### src/hw/rtl/awtm_ram.sv
module awtm_ram #(
  parameter int Width = 48,
  parameter int Depth = 16,
  localparam int AW   = (Depth > 1) ? $clog2(Depth) : 1
) (
  input  logic             clk_i,
  input  logic             we_i,
  input  logic [AW-1:0]    waddr_i,
  input  logic [Width-1:0] wdata_i,
  input  logic [AW-1:0]    raddr_i,
  output logic [Width-1:0] rdata_o
);

  logic [Width-1:0] mem_q [Depth];
  logic [Width-1:0] rdata_q;

  always_ff @(posedge clk_i) begin
    if (we_i) begin
      mem_q[waddr_i] <= wdata_i;
    end
    rdata_q <= mem_q[raddr_i];
  end

  assign rdata_o = rdata_q;

endmodule

### config.mk
export PLATFORM = sky130hd
export DESIGN_NAME = awtm_ram
export DESIGN_NICKNAME = d
export VERILOG_FILES = /design/src/hw/rtl/awtm_ram.sv
export SDC_FILE = /design/constraint.sdc
export NUM_CORES = 1
export LEC_CHECK = 0
export BUFFER_PORTS_ARGS = -buffer_cell sky130_fd_sc_hd__buf_2
export CAP_MARGIN = 20
export CORE_UTILIZATION = 45
export DETAILED_ROUTE_END_ITERATION = 8
export GPL_TIMING_DRIVEN = 0
export SYNTH_ARGS = -nofsm -noshare
export SYNTH_HDL_FRONTEND = slang
export SYNTH_SLANG_ARGS = --single-unit
### constraint.sdc
create_clock -name clk_i -period 5.01 [get_ports clk_i]
set_clock_uncertainty 0.05 [all_clocks]
set_input_delay 0.501 -clock clk_i [delete_from_list [all_inputs] [get_ports clk_i]]
set_output_delay 0.501 -clock clk_i [all_outputs]
set_load 0.01 [all_outputs]
==> results list, run 1 <==
- The flow ran to the end, and the final reports show no timing, DRC or antenna violations.
* Hold Crit Class: in2reg
- In this run the most critical hold path is launched from wdata_i[31].
* Post-route DRC: 0
- Crit Path Max Fanout: 8
- The first global-routing pass estimated 96.95 mm of wire.
* Arrival time at the worst endpoint: 2.60 ns
- Max Clk Rate: 428.3 MHz
* Capturing instance or port of the critical path: mem_q[0][2]
* Final RePlAce weighted congestion: 0.7103
* Number of input and output port buffers inserted: 103
- Leading cell types by count after synthesis: edfxtp_1, mux4_2, a22oi_1
- Post-DR vias/cell: 5.683
- Setup repair after global routing missed its margin: no
* Period minus WS final: 2.335 ns
* Post_cts resized: 0
- Starting DRT DRC Count: 1242
* Net count reported at finish: 1538
* Standard cell area after detailed placement: 0.03219 sq mm
- Most area-consuming cells after synthesis: edfxtp_1, mux4_2, dfxtp_1, a22oi_1, nand2_1
* Total routing resource utilization after global routing: 20.26%
* Mean post-synth cell area: 23.91 sq um
* Destination of the worst register-to-register timing path: rdata_o[26]
* Distinct cell type count of the synthesized netlist: 17
* Total routed wire length on the met1 layer: 28.07 mm
- IR analysis of the VDD net gives a maximum drop of 279.6 uV.
* Level count of the clock H-tree: 3
- The post-route netlist has 32.79% of its cells at a drive strength greater than 1.
- The floorplan step set the die width to 258.9 microns.
- STA classifies the critical path endpoint as a register.
* Final Routed Wirelength: 66.18 mm
* Overall via count from detail_route: 13630
- The number of max-slew violations in the final report is 0.
- Pwr per Cell Area: 417.2 mW/mm^2
- In this run the deepest clock path goes through 3 buffers.
- Startpoint types: input pin
- The via count of the first global-routing pass came to 14350.
- Proportion of register bits with asynchronous set or reset after synthesis: 0%
* Origin of the worst setup path: waddr_i[2]
* Register bit total from synthesis: 816
- In this run the count of I/O pins placed on the die edge is 106.
- Synthesis produced a netlist with a net count of 1300.
- Clock buffers created by TritonCTS: 83
* Antenna-violating nets left: 0
- The total overflow left after global routing is 0.
- Final Util: 53.87%
* Area used by sequential logic in the layout: 0.02402 sq mm
- Setup violations remaining at the end of the flow were counted as 0.
* Overall Power: 14.57 mW
- Summed over all cells, the static leakage comes to 11.26 nW.
* Clock-pin slew on the worst setup and hold paths: 0.06 ns
- Length of routed met3 wiring: 3.833 mm
- Share of the clock period used by the worst path after layout: 46.61%
- The number of antenna violations at the first check in global routing came to 6.
- In this run the register-to-register setup slack is 3.55 ns.
* Req. time, crit path: 5.28 ns
- Cell area after synthesis: 0.02969 sq mm
- TritonCTS sink count: 816
* Number of hold buffers added after cts: 0
- Synthesis produced 1242 cells.
- The largest total area in the synthesized netlist belongs to edfxtp_1.
- edfxtp_1 is the most common cell in the netlist.
- Footprint of the multi-input gates: 0.005468 sq mm
* Number of synthesis warnings: 0
- Clock root buffer master: clkbuf_16
- The die covers 0.06702 sq mm.
- The later pin in the worst-skew pair is clocked with a latency of 0.61 ns.
- Final hold vios: 0
* Dominant register cell in the synthesized netlist: edfxtp_1
* Overall die height: 258.9 microns
- Number of enable flip-flop cells after synthesis: 768
- Routed signal wires occupy layers up through met5.
* TritonCTS clock tree: yes
* Number of detailed-route iterations in the first pass: 6
- Area fraction of the dominant cell type after synthesis: 77.66%
- After filler insertion, the fill cell instance count of the layout stands at 4875.
- Worst rel slew slack: 28.59%
* Area of all placed cells without fillers: 0.03492 sq mm
- Buffers inserted by post-CTS timing repair: 0
* Initial standard-cell utilization of the core: 45.82%
- In this run the critical register-to-register path is launched from mem_q[3][26].
- The area growth from synthesis to layout is 17.59%.
- At the pin with the least slew margin, the transition time is 1.071 ns.
* Count of max-cap constraint violations: 0
- After detailed routing, the average wire length per cell comes to 27.59 microns.
- Entering global routing, the biggest net connects 23 pins.
- The core region is 0.06481 sq mm.
- Post-detailed-placement half-perimeter wirelength: 40.62 mm
- Path type of the worst setup path: in2reg
- Total Negative Setup Slacks: 0 ns
* Portion of the post-synthesis area used by sequential elements: 80.90%
- Length of routed met2 wiring: 33.05 mm
* Reg2Reg Depth: 3
- The initialized floorplan defines 93 standard-cell rows.
==> worst max-delay path, stage by stage <==
cell	delay (ns)
buf_2	0.12
or3b_2	0.59
nor3_2	0.63
buf_6	0.26
buf_6	0.16
buf_6	0.17
buf_6	0.15
==> placed cells by master, fill, tap and decap left out, drive strengths merged <==
cell	count
a22oi	96
or3b	1
nor3	4
nand3b	2
nand2b	2
nor2	13
nor2b	2
and2	1
clkbuf	140
bufinv	8
nand2	49
buf	188
inv	1
nand3	1
mux4	192
diode	1
dfxtp	48
clkinvlp	6
clkinv	21
edfxtp	768
==> how the worst min path moves through the flow <==
stage / to / slack, ns / cells after the start
after global routing: mem_q[2][0] / 0.20 / 1
after global placement: rdata_o[14] / 0.60 / 3
final: mem_q[7][31] / 0.21 / 1
after CTS: mem_q[14][2] / 0.17 / 1
after floorplan: mem_q[0][0] / 0.55 / 0
after detailed placement: rdata_o[17] / 0.61 / 3
==> where the power goes <==
| group | leakage, nW | total [mW] | switching [mW] | internal [mW] |
|---|---|---|---|---|
| clock | 1.32 | 6.19 | 2.50 | 3.68 |
| combinational | 2.60 | 0.714 | 0.426 | 0.288 |
| sequential | 7.34 | 7.67 | 0.0390 | 7.63 |
| total | 11.3 | 14.6 | 2.97 | 11.6 |
==> metrics by stage <==
stage | std cells | setup WS [ns] | hold WS [ns]
6_report | 2399 | 2.675 | 0.2095
3_3_place_gp | 2200 | -4.248 | 0.6007
4_1_cts | 2398 | 2.678 | 0.1732
2_1_floorplan | 1242 | 0.1548 | 0.5499
3_5_place_dp | 2250 | 2.048 | 0.6115
5_1_grt | 2398 | 2.605 | 0.1956
==> final cells by class <==
| class | instances | area share (%) |
|---|---|---|
| flip-flops and latches | 816 | 68.80 |
| multi-input cells | 363 | 15.66 |
| clock buffers | 112 | 6.704 |
| repair buffers | 153 | 3.755 |
| well taps | 855 | 3.064 |
| clock inverters | 36 | 1.111 |
| plain buffers | 63 | 0.8994 |
| diodes | 1 | 0.007167 |
==> flip-flops by register name (all words and copies together), names as in the netlist <==
signal   cells
mem_q      768
rdata_o     48
==> kinds of logic (layout without fill, tap and decap cells) <==
| group | Yosys count | count (layout) | synth area share, % |
|---|---|---|---|
| AOI/OAI and AO/OA | 96 | 96 | 2.427 |
| buffers and inverters | 63 | 364 | 1.058 |
| DFF | 816 | 816 | 80.90 |
| muxes | 192 | 192 | 14.56 |
| other | 0 | 1 | 0 |
| and+or+nand+nor | 75 | 75 | 1.053 |
==> layer usage <==
metal | vias up | track usage, %
met3 | 94 | 3.394
met5 | - | 0
met1 | 7278 | 28.11
met4 | 6 | 5.424
li1 | 5807 | -
met2 | 449 | 33.44
Note: power is estimated with default switching activity, not from simulation.
==> run 2: changes to the inputs <==
Clock period 5.01 ns to 2.3 ns, I/O delays scaled along.
==> results list, run 2 (same netlist as run 1, synthesis figures left out) <==
- Most common cell after layout, fill and taps aside: edfxtp_1
- The worst path needs 1.933 ns of the cycle, external delays included.
- Among all stages on the critical path, the largest delay is contributed by clkbuf_1.
- TritonCTS created 83 clock buffers.
- Part of the power in the clock network: 41.6%
* Share of total power in sequential cells: 53.2%
- The tree is rooted in a clkbuf_16.
* Buffers inserted by post-CTS timing repair: 0
- Pin count of the biggest net entering global routing: 21
* Clock latency at the later pin of the worst-skew pair: 0.62 ns
- The register with the most flip-flops in the layout has 768 of them.
* Share of cells above drive strength 1: 31.34%
- Final hold vios: 0
- In the layout the commonest cells are edfxtp_1, mux4_2, buf_2.
- Vias in the first global route: 14640
- The count of nets left with antenna violations once routing finished came out at 0.
* Max Clk Rate: 517.2 MHz
- Run status: finished, final reports clean
- Share of total power in combinational logic: 5.2%
- In the routed design, unresolved DRC markers number 0.
* Footprint of the multi-input gates: 0.005495 sq mm
* Arrival time at the worst endpoint: 2.41 ns
* Number of pins with negative max-slew slack in the final report: 0
- Switching power share of the total: 20.55%
* Final instance count without filler cells: 2444
- Wires add up to 66.32 mm.
* Net count reported at finish: 1579
- Peak supply drop: 599.8 uV
- Overall via count from detail_route: 13820
- The first global-routing pass estimated 98.04 mm of wire.
- The filler cells instantiated in the layout total 4809.
* Post-Place Cells: 2243
- Hold Crit Class: in2reg
- In this run the count of I/O pins placed on the die edge is 106.
- Worst Hold End: mem_q[8][26]
* Area used by sequential logic in the layout: 0.02402 sq mm
* Final Util: 54.89%
* Critical path endpoint category: register
- Net switching power: 6.459 mW
* Sequence of cells on the critical path: buf_2 > nor2b_1 > clkbuf_1 > clkbuf_1 > a22oi_1 > nand2_1
- The worst hold path passes through 2 cells.
- Clock-pin slew on the worst setup and hold paths: 0.06 ns
- Library cell appearing most often on the critical path: clkbuf_1
- Across the run, the number of max-cap violations was 0.
- No sink is reached through more buffers than the 3 on the longest clock path.
* Routed WL per cell: 27.14 microns
- Relative to the synthesized area, the layout overhead comes to 19.81%.
- In this run the worst path has a maximum fanout of 10.
- Die Span X: 258.9 microns
* Die area: 0.06702 sq mm
- Rows: 93
- Destination of the worst register-to-register timing path: rdata_o[39]
* Worst rel slew slack: 32.10%
- Post_cts resized: 0
* Standard cell area after detailed placement: 0.03244 sq mm
- The kind of cell with the highest combined delay along the critical path is buffers and inverters.
- The number of antenna violations at the first check in global routing was 3.
- The number of cells on the worst reg-to-reg path is 3.
* CORE AREA: 0.06481 sq mm
- Starting DRT DRC Count: 1260
- The worst setup path is launched from an input pin.
* Path type of the worst setup path: in2reg
- Grt ovf: 0
- Register with the most flip-flops: mem_q
- Once the floorplan was initialized, standard cells occupied 45.82% of the core.
- TritonCTS built the clock tree.
- The HPWL after detailed placement is 41.15 mm.
- Start point of the worst hold path: waddr_i[0]
- For the pin with the worst max-slew slack, the measured transition is 1.018 ns.
- Number of detailed-route iterations in the first pass: 7
- Level count of the clock H-tree: 3
- The congestion estimate from routability-driven global placement came to 0.7045.
* TritonCTS sink count: 816
- Input and output buffers added on the ports amount to 103.
- Dividing total power by cell area gives a power density of 883.4 mW/mm^2.
- Setup violations remaining at the end of the flow were counted as 0.
- Setup repair after global routing left no endpoint under its margin.
- Total routing resource utilization after global routing: 20.42%
* Register-to-register setup slack: 0.85 ns
- The largest single stage delay on the critical path is 0.77 ns.
* Antenna diode count: 0
- Overall die height: 258.9 microns
- Data on the critical path is required at its endpoint by 2.78 ns.
- Area of all placed cells without fillers: 0.03558 sq mm
* Static power due to leakage: 11.53 nW
- Share of the clock period used by the worst path after layout: 84.06%
* Combined buffer and inverter count along the critical path: 3
- Dividing the detail-routed via count by the number of cells gives 5.655.
- Internal power comes to 24.97 mW.
- The startpoint identified for the worst register-to-register timing path is mem_q[3][39].
-- run 2: layout make-up --
class / count / area share, %
Timing Repair Buffer: 194 / 5.676
Multi-Input combinational cell: 363 / 15.45
Clock inverter: 39 / 0.7983
Tap cell: 855 / 3.007
Clock buffer: 114 / 6.665
Buffer: 63 / 0.8827
Sequential cell: 816 / 67.52
-- run 2: how the worst max path moves through the flow --
stage,startpoint,endpoint,slack (ns),cells past startpoint
finish,raddr_i[3],rdata_o[27],0.37,6
global route,raddr_i[3],rdata_o[27],0.31,6
global placement,waddr_i[2],mem_q[10][42],-3.69,3
CTS,waddr_i[3],mem_q[4][2],0.39,7
detailed placement,waddr_i[3],mem_q[4][6],-0.27,7
floorplan,waddr_i[2],mem_q[10][0],-0.70,2
-- run 2: stage by stage --
| step | setup TNS, ns | hold WS [ns] | power [mW] | setup WS [ns] |
|---|---|---|---|---|
| finish | 0 | 0.1454 | 31.43 | 0.3666 |
| global route | 0 | 0.1310 | 32.38 | 0.3106 |
| CTS | 0 | 0.09724 | 31.74 | 0.3938 |
| detailed placement | -10.54 | 0.5587 | 18.63 | -0.2678 |
| global placement | -2190.74 | 0.5454 | 18.52 | -3.688 |
| floorplan | -361.19 | 0.2789 | 17.86 | -0.7019 |
-- run 2: per-layer routing --
metal  GRT usage, %  wire, microns  vias up  part of all wire [%]
met5              0             22        -                 0.033
met4          5.342           1432        4                   2.2
met3          3.472           3345      107                   5.0
met2          34.60          33860      401                    51
met1          27.48          27660     7426                    42
li1               -              -     5883                     -
-- run 2: timing repair --
action	CTS	global route
endpoints found under the hold margin	768	0
hold buffers	48	0
setup endpoints to repair	0	0
-- run 2: power by group through the flow --
stage | clock, mW | combinational [mW] | sequential, mW
2_1_floorplan | 0 | 0.792 | 17.1
3_3_place_gp | 0 | 1.49 | 17.0
3_5_place_dp | 0 | 1.60 | 17.0
4_1_cts | 13.4 | 1.68 | 16.7
5_1_grt | 13.9 | 1.77 | 16.7
6_report | 13.1 | 1.64 | 16.7
