<file path="config.mk">
export PLATFORM = sky130hd
export DESIGN_NAME = awtm_divsqrt
export DESIGN_NICKNAME = d
export VERILOG_FILES = /design/src/hw/rtl/awtm_pkg.sv /design/src/hw/rtl/awtm_divsqrt.sv
export SDC_FILE = /design/constraint.sdc
export NUM_CORES = 1
export LEC_CHECK = 0
export ABC_AREA = 1
export BUFFER_PORTS_ARGS = -buffer_cell sky130_fd_sc_hd__buf_2
export CAP_MARGIN = 20
export CELL_PAD_IN_SITES_DETAIL_PLACEMENT = 2
export CELL_PAD_IN_SITES_GLOBAL_PLACEMENT = 2
export CORE_ASPECT_RATIO = 2
export CORE_MARGIN = 4
export CORE_UTILIZATION = 33
export CTS_CLUSTER_SIZE = 14
export DETAILED_ROUTE_END_ITERATION = 8
export HOLD_SLACK_MARGIN = 0.08
export PLACE_DENSITY = 0.92
export SLEW_MARGIN = 10
export SYNTH_ARGS = -nofsm -noshare
export SYNTH_HDL_FRONTEND = slang
export SYNTH_SLANG_ARGS = --single-unit
</file>
<file path="constraint.sdc">
create_clock -name clk_i -period 3.28 [get_ports clk_i]
set_input_delay 0.328 -clock clk_i [delete_from_list [all_inputs] [get_ports clk_i]]
set_output_delay 0.328 -clock clk_i [all_outputs]
set_load 0.03 [all_outputs]
</file>
<file path="src/hw/rtl/awtm_pkg.sv">
package awtm_pkg;

  localparam int NWorkersDef = 16;
  localparam int TimeBits    = 48;
  localparam int MaxRes      = 16;

  localparam logic [4:0]  NumWorkersRst = 5'd16;
  localparam logic [31:0] MarginRst     = 32'd1000000;

  // configuration register indexes
  localparam logic CfgNumWorkers = 1'b0;
  localparam logic CfgMargin     = 1'b1;

  // request types
  localparam logic [1:0] ReqLoad   = 2'd0;
  localparam logic [1:0] ReqUpdate = 2'd1;
  localparam logic [1:0] ReqCheck  = 2'd2;

  // result kinds
  localparam logic [1:0] KindRecorded = 2'd0;
  localparam logic [1:0] KindIgnored  = 2'd1;
  localparam logic [1:0] KindFailed   = 2'd2;

  typedef struct packed {
    logic [1:0]          req_type;
    logic [3:0]          worker;
    logic [TimeBits-1:0] time_value;
  } awtm_in_t;

  typedef struct packed {
    logic [1:0]          result_kind;
    logic [3:0]          worker_id;
    logic [TimeBits-1:0] current_threshold;
    logic                last;
  } awtm_out_t;

  typedef enum logic {
    OpDiv,
    OpSqrt
  } awtm_op_e;

  typedef struct packed {
    logic     start;
    awtm_op_e op;
  } awtm_cmd_t;

  typedef struct packed {
    logic busy;
    logic done;
  } awtm_stat_t;

endpackage

</file>
<file path="src/hw/rtl/awtm_divsqrt.sv">
module awtm_divsqrt (
  input  logic                clk_i,
  input  logic                rst_ni,
  input  awtm_pkg::awtm_cmd_t cmd_i,
  input  logic [63:0]         operand_i,
  input  logic [31:0]         divisor_i,
  output logic [63:0]         res_o,
  output awtm_pkg::awtm_stat_t stat_o
);
  import awtm_pkg::*;

  // Shared restoring step: one quotient bit (divide) or one root bit (sqrt) per cycle.
  awtm_op_e    op_q;
  logic [6:0]  cnt_q;
  logic        busy_q, done_q;
  logic [63:0] acc_q, quo_q;
  logic [35:0] rem_q;
  logic [31:0] dvs_q;

  logic [35:0] rem_sh, trial;
  logic [36:0] diff;
  logic        ge;

  always_comb begin
    if (op_q == OpSqrt) begin
      rem_sh = {rem_q[33:0], acc_q[63:62]};
      trial  = {2'b00, quo_q[31:0], 2'b01};
    end else begin
      rem_sh = {rem_q[34:0], acc_q[63]};
      trial  = {4'b0000, dvs_q};
    end
    diff = {1'b0, rem_sh} - {1'b0, trial};
    ge   = ~diff[36];
  end

  always_ff @(posedge clk_i or negedge rst_ni) begin
    if (!rst_ni) begin
      busy_q <= 1'b0;
      done_q <= 1'b0;
      cnt_q  <= '0;
    end else begin
      done_q <= 1'b0;
      if (cmd_i.start) begin
        busy_q <= 1'b1;
        cnt_q  <= (cmd_i.op == OpSqrt) ? 7'd32 : 7'd64;
      end else if (busy_q) begin
        cnt_q <= cnt_q - 7'd1;
        if (cnt_q == 7'd1) begin
          busy_q <= 1'b0;
          done_q <= 1'b1;
        end
      end
    end
  end

  always_ff @(posedge clk_i) begin
    if (cmd_i.start) begin
      op_q  <= cmd_i.op;
      acc_q <= operand_i;
      dvs_q <= divisor_i;
      rem_q <= '0;
      quo_q <= '0;
    end else if (busy_q) begin
      acc_q <= (op_q == OpSqrt) ? {acc_q[61:0], 2'b00} : {acc_q[62:0], 1'b0};
      rem_q <= ge ? diff[35:0] : rem_sh;
      quo_q <= {quo_q[62:0], ge};
    end
  end

  assign res_o       = quo_q;
  assign stat_o.busy = busy_q;
  assign stat_o.done = done_q;

endmodule

</file>
==> summary.md, run 1 <==
| Metric | Value |
|---|---|
| Maximum clock path buffer count | `3` |
| Routed len/inst | `35.68 µm` |
| R2R setup slack | `-0.36 ns` |
| Crit Path Max Fanout | `14` |
| CTS Buf Count | `20` |
| FFs w/ async S/R, synth | `0.04390` |
| Reg2reg start | `op_q$_DFFE_PP_` |
| Clock slew at reported path FFs | `0.10 ns` |
| Failing checks | `negative setup slack` |
| Synthesized area | `11,620 µm²` |
| Vias in the first global route | `15.63k` |
| Hold Vio Cnt, Final | `0` |
| WHS | `0.1106 ns` |
| Die width | `140.7 µm` |
| Final #Nets | `1,980` |
| GRT overflow | `0` |
| RSZ-0062 raised after global routing | `yes` |
| Crit path capture type | `flip-flop` |
| Clk_skew | `0.03090 ns` |
| Post-route setup slack | `-0.3636 ns` |
| Clock Latency Late Sink | `0.56 ns` |
| Main area contributors after synthesis | `edfxtp_1 25%, dfxtp_1 17%, nand2_1 14%` |
| Detailed Routing Iterations Pass 1 | `5` |
| R2R cell count | `16` |
| Avg Inst Size Synth | `7.237 µm²` |
| Crit path kind | `reg2reg` |
| I/O pins | `166` |
| Actual slew at the worst max-slew pin | `1.056 ns` |
| Hold wc startpoint | `operand_i[0]` |
| Worst vdd ir | `0.0007361 V` |
| Final Cell Area | `15,570 µm²` |
| Via count | `14.60k` |
| I/O Buffers | `165` |
| Hold WC Path Type | `in2reg` |
| Layout cells sized above 1 | `0.2596` |
| Status | `finished, violations left` |
| Row Count | `97` |
| Initial Util | `0.3323` |
| Dpl cell area | `13,210 µm²` |
| FF-to-FF End | `rem_q[27]$_SDFFE_PP0P_` |
| Detailed Route WL | `82,130 µm` |
| DRC | `0` |
| Area grow syn2layout | `34.03%` |
| Max-Cap Viols | `0` |
| Synth top area share | `0.2508` |
| Post-synth top area cell | `edfxtp_1` |
| Hold EP | `acc_q[0]$_SDFFCE_PN0P_` |
| LEAKAGE | `7.096 nW` |
| H-tree Lvls | `1` |
| Max Fclk | `0.2745 GHz` |
| Post-synth cell types | `40` |
| Endpoints failing setup | `35` |
| Layout Utilization | `0.4454` |
| Most numerous cell in the Yosys netlist | `nand2_1` |
| Part of the Yosys area used for sequential elements | `0.4408` |
| Post-Syn Instances | `1,605` |
| Die Area | `38,450 µm²` |
| Pwr per Cell Area | `896.8 nW/µm²` |
| GRT Overall Usage | `0.3502` |
| Syn Nets | `1,742` |
| Worst path arrival time | `4.08 ns` |
| EDFF count, synth | `97` |
| Pre-CTS WS | `-0.09918 ns` |
| Critical path launch point type | `flip-flop` |
| Max_slew headroom | `0.2957` |
| CTS tree | `done` |
| Post-synth top cells | `422 x nand2_1, 209 x inv_1, 184 x nor2_1` |
| Routed vias/inst | `6.342` |
| Clock sink count | `205` |
| Synth warn | `0` |
| Minimum clock period | `3.644 ns` |
| Root Buffer | `clkbuf_16` |
| Setup TNS | `-6.571 ns` |
| Iter 0 DRT Violations | `1,487` |
| Yosys reg bits | `205` |
| Core area | `34,950 µm²` |
| Final Max Tran Viols | `0` |
| Critical path data required time | `3.71 ns` |
| Initial antenna violation count | `0` |
| Main synth FF type | `dfxtp_1` |
| Routability cong. | `0.9050` |
| Pin count of the biggest net entering global routing | `78` |
| Cell count of the worst hold path | `3` |
| # diodes | `0` |
| DP Wirelength | `39,030 µm` |
| Post-route ant nets | `0` |
| Die H | `273.3 µm` |
| Global-route wire length before repair | `102,100 µm` |
| Final critical-path share of the clock period | `1.111` |
==> stage by stage <==
stage,instances,power (mW)
3_5_place_dp,2194,8.595
2_1_floorplan,1605,6.588
4_1_cts,2270,11.53
6_report,2302,13.96
5_1_grt,2302,14.11
3_3_place_gp,2194,8.136
==> layout by cell type, fill, tap and decap left out, types with 4 or more instances in the layout <==
cell type / synthesis / routed
nor2_1: 184 / 162
edfxtp_1: 97 / 97
buf_6: 3 / 4
o21ai_2: 0 / 35
nand4_1: 15 / 15
o21bai_1: 6 / 6
nor2_4: 0 / 10
buf_12: 0 / 13
a21oi_1: 157 / 146
dlygate4sd3_1: 0 / 34
a21oi_4: 1 / 5
nor2_2: 1 / 13
inv_1: 209 / 200
xor2_1: 10 / 10
nor3_1: 10 / 7
nand2_2: 1 / 43
ha_1: 36 / 8
clkbuf_16: 0 / 26
nand3_2: 2 / 8
clkbuf_1: 63 / 13
dfrtp_1: 9 / 9
or2_2: 20 / 19
ha_4: 0 / 27
buf_4: 4 / 67
o21ai_0: 78 / 20
nand3_4: 3 / 5
a21oi_2: 1 / 8
o21ai_4: 0 / 5
nand2_1: 422 / 373
buf_2: 1 / 164
o22ai_1: 64 / 64
nand3_1: 86 / 79
nand2_4: 0 / 7
inv_2: 2 / 9
o21ai_1: 5 / 23
dfxtp_1: 99 / 99
==> power breakdown <==
| group | switching [mW] | total (mW) | internal [mW] |
|---|---|---|---|
| Clock | 1.28 | 2.50 | 1.22 |
| Sequential | 0.454 | 3.60 | 3.14 |
| Combinational | 5.32 | 7.86 | 2.54 |
==> layout make-up <==
cell class	count	area, µm²
fillers	3883	19380
multi-input cells	1116	6349
flip-flops and latches	205	5120
repair buffers	289	2150
inverters	211	797.0
clock buffers	35	588.1
well taps	445	556.8
clock inverters	1	8.758
==> logic make-up (layout without fill, tap and decap cells) <==
kind of cell / after synthesis / count (layout) / share of synthesized area
buffers and inverters: 285 / 536 / 0.09543
xor gates and xnor gates: 11 / 11 / 0.008294
muxes: 1 / 1 / 0.0008617
and+or+nand+nor: 748 / 749 / 0.2665
adders and majority gates: 37 / 37 / 0.04050
AOI/OAI and AO/OA: 318 / 318 / 0.1477
DFF: 205 / 205 / 0.4408
==> per-layer routing <==
metal / share of wire / vias to the layer above / GRT usage
met4: 0.099 / 0 / 0.2540
met3: 0.074 / 506 / 0.06206
met2: 0.49 / 1135 / 0.6452
met5: 0 / - / 0
met1: 0.33 / 7235 / 0.3452
li1: - / 5724 / -
==> worst max-delay path, cell delays in order, from the launching register on <==
cell	delay, ns
edfxtp_1	0.44
buf_6	0.17
buf_6	0.15
clkbuf_16	0.20
o21ai_2	0.26
ha_1	0.32
buf_4	0.18
a21oi_1	0.32
nand2_1	0.30
a21oi_2	0.27
nor2_1	0.11
nor2_2	0.19
nand2_1	0.11
nand2_1	0.13
nand3_1	0.14
nand3_1	0.12
nand2_1	0.09
==> registers in the layout (all words and copies together) (netlist names) <==
name	cells
acc_q	64
res_o	64
rem_q	35
dvs_q	32
cnt_q	7
busy_q	1
done_q	1
op_q	1
==> worst max path at each step <==
| stage | end | slack, ns | cells after the start | start |
|---|---|---|---|---|
| after CTS | rem_q[15]$_SDFFE_PP0P_ | 0.0004 | 19 | op_q$_DFFE_PP_ |
| after global placement | rem_q[26]$_SDFFE_PP0P_ | 0.06 | 16 | op_q$_DFFE_PP_ |
| after detailed placement | rem_q[26]$_SDFFE_PP0P_ | -0.1 | 16 | op_q$_DFFE_PP_ |
| final | rem_q[27]$_SDFFE_PP0P_ | -0.36 | 16 | op_q$_DFFE_PP_ |
| after floorplan | acc_q[0]$_SDFFCE_PN0P_ | 0.23 | 4 | cmd_i[1] |
| after global routing | rem_q[16]$_SDFFE_PP0P_ | -0.36 | 19 | op_q$_DFFE_PP_ |
==> timing repair <==
action                                  in CTS  in global routing
gates cloned                                 1                  7
hold endpoints to repair                    42                  0
endpoints found under the setup margin      35                 35
setup buffers                                5                 25
pin swaps                                    5                 21
resized for setup                           66                222
hold buffers                                34                  0
(Power assumes the default switching activity.)
==> run 2, diff against run 1 <==
GPL_TIMING_DRIVEN = 0   (was default)
==> run 2 against run 1 <==
The run still ends with negative setup slack left. Sequential share of layout area shrank 2.9 points. Flip-flop and latch count stayed put. First-iteration DRC count grew 18%. Combinational power grew 25%. Die area did not move. Maximum frequency decreased by 4.0%. Worst hold slack worse by 0.017 ns. Clock skew is 0.0046 ns lower. Non-clock buffer count up 90.
==> summary.md, run 2 (synthesized netlist as in run 1, its figures left out) <==
| Metric | Value |
|---|---|
| FF-to-FF End | `rem_q[18]$_SDFFE_PP0P_` |
| Max_slew headroom | `0.2418 (-0.05389)` |
| Hold wc startpoint | `operand_i[1]` |
| H-tree Lvls | `1 (unchanged)` |
| Crit path kind | `reg2reg` |
| Clock Latency Late Sink | `0.58 ns (+0.02 ns)` |
| Die width | `140.7 µm (unchanged)` |
| GRT overflow | `0 (unchanged)` |
| I/O Buffers | `165 (unchanged)` |
| DP Cell Count | `2,216 (+1.0%)` |
| Failing checks | `negative setup slack` |
| Critical path data required time | `3.77 ns (+0.06 ns)` |
| CTS Buf Count | `21 (+5.0%)` |
| Endpoints failing setup | `37 (+5.7%)` |
| Die H | `273.3 µm (unchanged)` |
| Max-Cap Viols | `0 (unchanged)` |
| RSZ-0062 raised after global routing | `yes` |
| Critical path's largest stage delay | `0.47 ns (+0.03 ns)` |
| DRC | `0 (unchanged)` |
| Global-route wire length before repair | `115,200 µm (+13%)` |
| Actual slew at the worst max-slew pin | `1.137 ns (+0.08083 ns)` |
| Routed vias/inst | `6.422 (+1.3%)` |
| Layout Utilization | `0.4884 (+0.04296)` |
| Clock sink count | `205 (unchanged)` |
| Critical path launch point type | `flip-flop` |
| Maximum clock path buffer count | `3 (unchanged)` |
| CTS tree | `done` |
| Setup TNS | `-10.92 ns (-4.345 ns)` |
| Reg2reg start | `op_q$_DFFE_PP_` |
| Pin count of the biggest net entering global routing | `41 (-47%)` |
| Vias in the first global route | `16.68k (+6.7%)` |
| Via count | `15.38k (+5.3%)` |
| Clk_skew | `0.02625 ns (-0.004648 ns)` |
| Crit Path Max Fanout | `10 (-4)` |
| Area grow syn2layout | `46.95%` |
| Final #Nets | `2,070 (+4.5%)` |
| R2R cell count | `18 (+2)` |
| Die Area | `38,450 µm² (unchanged)` |
| Commonest non-fill, non-tap cells in the layout | `299 x nand2_1, 186 x inv_1, 166 x buf_2` |
| Initial Util | `0.3323 (unchanged)` |
| Root Buffer | `clkbuf_16` |
| Crit path cell chain | `buf_6 > clkbuf_16 > clkbuf_16 > clkbuf_16 > nand2_1 > ha_2 > nand2_4 > nor3_4 > nand3_2 > nor2_4 > nand3_2 > nand3_4 > buf_12 > buf_8 > nand3_1 > nand3_1 > nand2_1 > inv_1` |
| WHS | `0.09397 ns (-0.01660 ns)` |
| Slowest cell on the critical path | `ha_2` |
| Hold Vio Cnt, Final | `0 (unchanged)` |
| Detailed Route WL | `91,270 µm (+11%)` |
| Pwr per Cell Area | `939.6 nW/µm² (+4.8%)` |
| Worst path arrival time | `4.29 ns (+0.21 ns)` |
| Worst vdd ir | `0.0007334 V (-0.37%)` |
| Final Max Tran Viols | `0 (unchanged)` |
| Clock slew at reported path FFs | `0.08 ns (-0.02 ns)` |
| Most common cell after layout, fill and taps aside | `nand2_1` |
| Post-route setup slack | `-0.5170 ns (-0.1535 ns)` |
| Hold EP | `acc_q[1]$_DFFE_PP_` |
| Fillers | `3,780 (-2.7%)` |
| Status | `finished, violations left` |
| Finished Layout Cells | `2,394 (+4.0%)` |
| Routability cong. | `0.9130 (+0.88%)` |
| Layout cells sized above 1 | `0.3547 (+0.09516)` |
| DP Wirelength | `43,600 µm (+12%)` |
| Final critical-path share of the clock period | `1.158 (+0.04678)` |
| Cell mode on critical path | `clkbuf_16` |
| Cell count of the worst hold path | `3 (unchanged)` |
| Row Count | `97 (unchanged)` |
| Storage element area | `5120 µm² (unchanged)` |
| I/O pins | `166 (unchanged)` |
| Core area | `34,950 µm² (unchanged)` |
| Area of the multi-input gates | `7198 µm² (+13%)` |
| Hold WC Path Type | `in2reg` |
| Crit path capture type | `flip-flop` |
| LEAKAGE | `7.610 nW (+7.2%)` |
| Detailed Routing Iterations Pass 1 | `8 (+3)` |
| Post-route ant nets | `0 (unchanged)` |
| GRT Overall Usage | `0.4035 (+0.05332)` |
| Routed len/inst | `38.13 µm (+6.9%)` |
| Minimum clock period | `3.797 ns (+0.1535 ns)` |
| Pre-CTS WS | `-1.908 ns (-1.808 ns)` |
| Max Fclk | `0.2634 GHz (-4.0%)` |
| Iter 0 DRT Violations | `1,754 (+18%)` |
| R2R setup slack | `-0.52 ns (-0.15 ns)` |
| Initial antenna violation count | `2 (+2)` |
[run 2: what timing repair did]
action | in CTS | in global routing
gates resized for setup | 254 | 355
setup buffers | 58 | 39
hold endpoints to repair | 42 | 0
setup endpoints to repair | 36 | 36
hold buffers | 34 | 0
pin swaps | 49 | 73
cloned | 4 | 4
[run 2: per-stage QoR]
step           power, mW  instance area [µm²]
4_1_cts            12.47                15350
5_1_grt            16.13                17070
3_5_place_dp       8.409                13020
6_report           16.04                17070
2_1_floorplan      6.588                11620
3_3_place_gp       7.966                13000
[run 2: layout make-up]
type,count,area share
clock buffers,30,0.03335
clock inverters,8,0.003225
diodes,1,0.0001466
multi-input cells,1115,0.4217
inverters,211,0.04735
repair buffers,305,0.1260
well taps,445,0.03262
flip-flops and latches,205,0.2999
plain buffers,74,0.03570
[run 2: worst max-delay path, delay by kind of cell (launching register included)]
family	cells	cell delay (ns)
buffers and inverters	7	1.36
DFF	1	0.34
adders and majority gates	1	0.47
and+or+nand+nor	10	1.53
[run 2: worst max path at each step]
stage                     slack, ns  cells after the start                      to            from
after floorplan                0.23                      4  acc_q[0]$_SDFFCE_PN0P_        cmd_i[1]
after global placement        -1.56                     18  rem_q[13]$_SDFFE_PP0P_  op_q$_DFFE_PP_
after detailed placement      -1.91                     18  rem_q[10]$_SDFFE_PP0P_  op_q$_DFFE_PP_
after CTS                    -0.008                     21   rem_q[3]$_SDFFE_PP0P_  op_q$_DFFE_PP_
after global routing          -0.49                     17  rem_q[25]$_SDFFE_PP0P_  op_q$_DFFE_PP_
final                         -0.52                     18  rem_q[18]$_SDFFE_PP0P_  op_q$_DFFE_PP_
[run 2: metal layers]
metal  global-route usage  vias to the layer above  share of wire
met1               0.4134                     7591           0.33
met3              0.09598                      565          0.091
met5                    0                        -              0
li1                     -                     5897              -
met4               0.3155                        0          0.099
met2               0.6965                     1322           0.48
[run 2: report_power, final]
| group | leakage [nW] | switching [mW] | internal, mW |
|---|---|---|---|
| Sequential | 1.90 | 0.510 | 3.14 |
| Clock | 0.304 | 1.36 | 1.23 |
| Combinational | 5.40 | 6.45 | 3.35 |
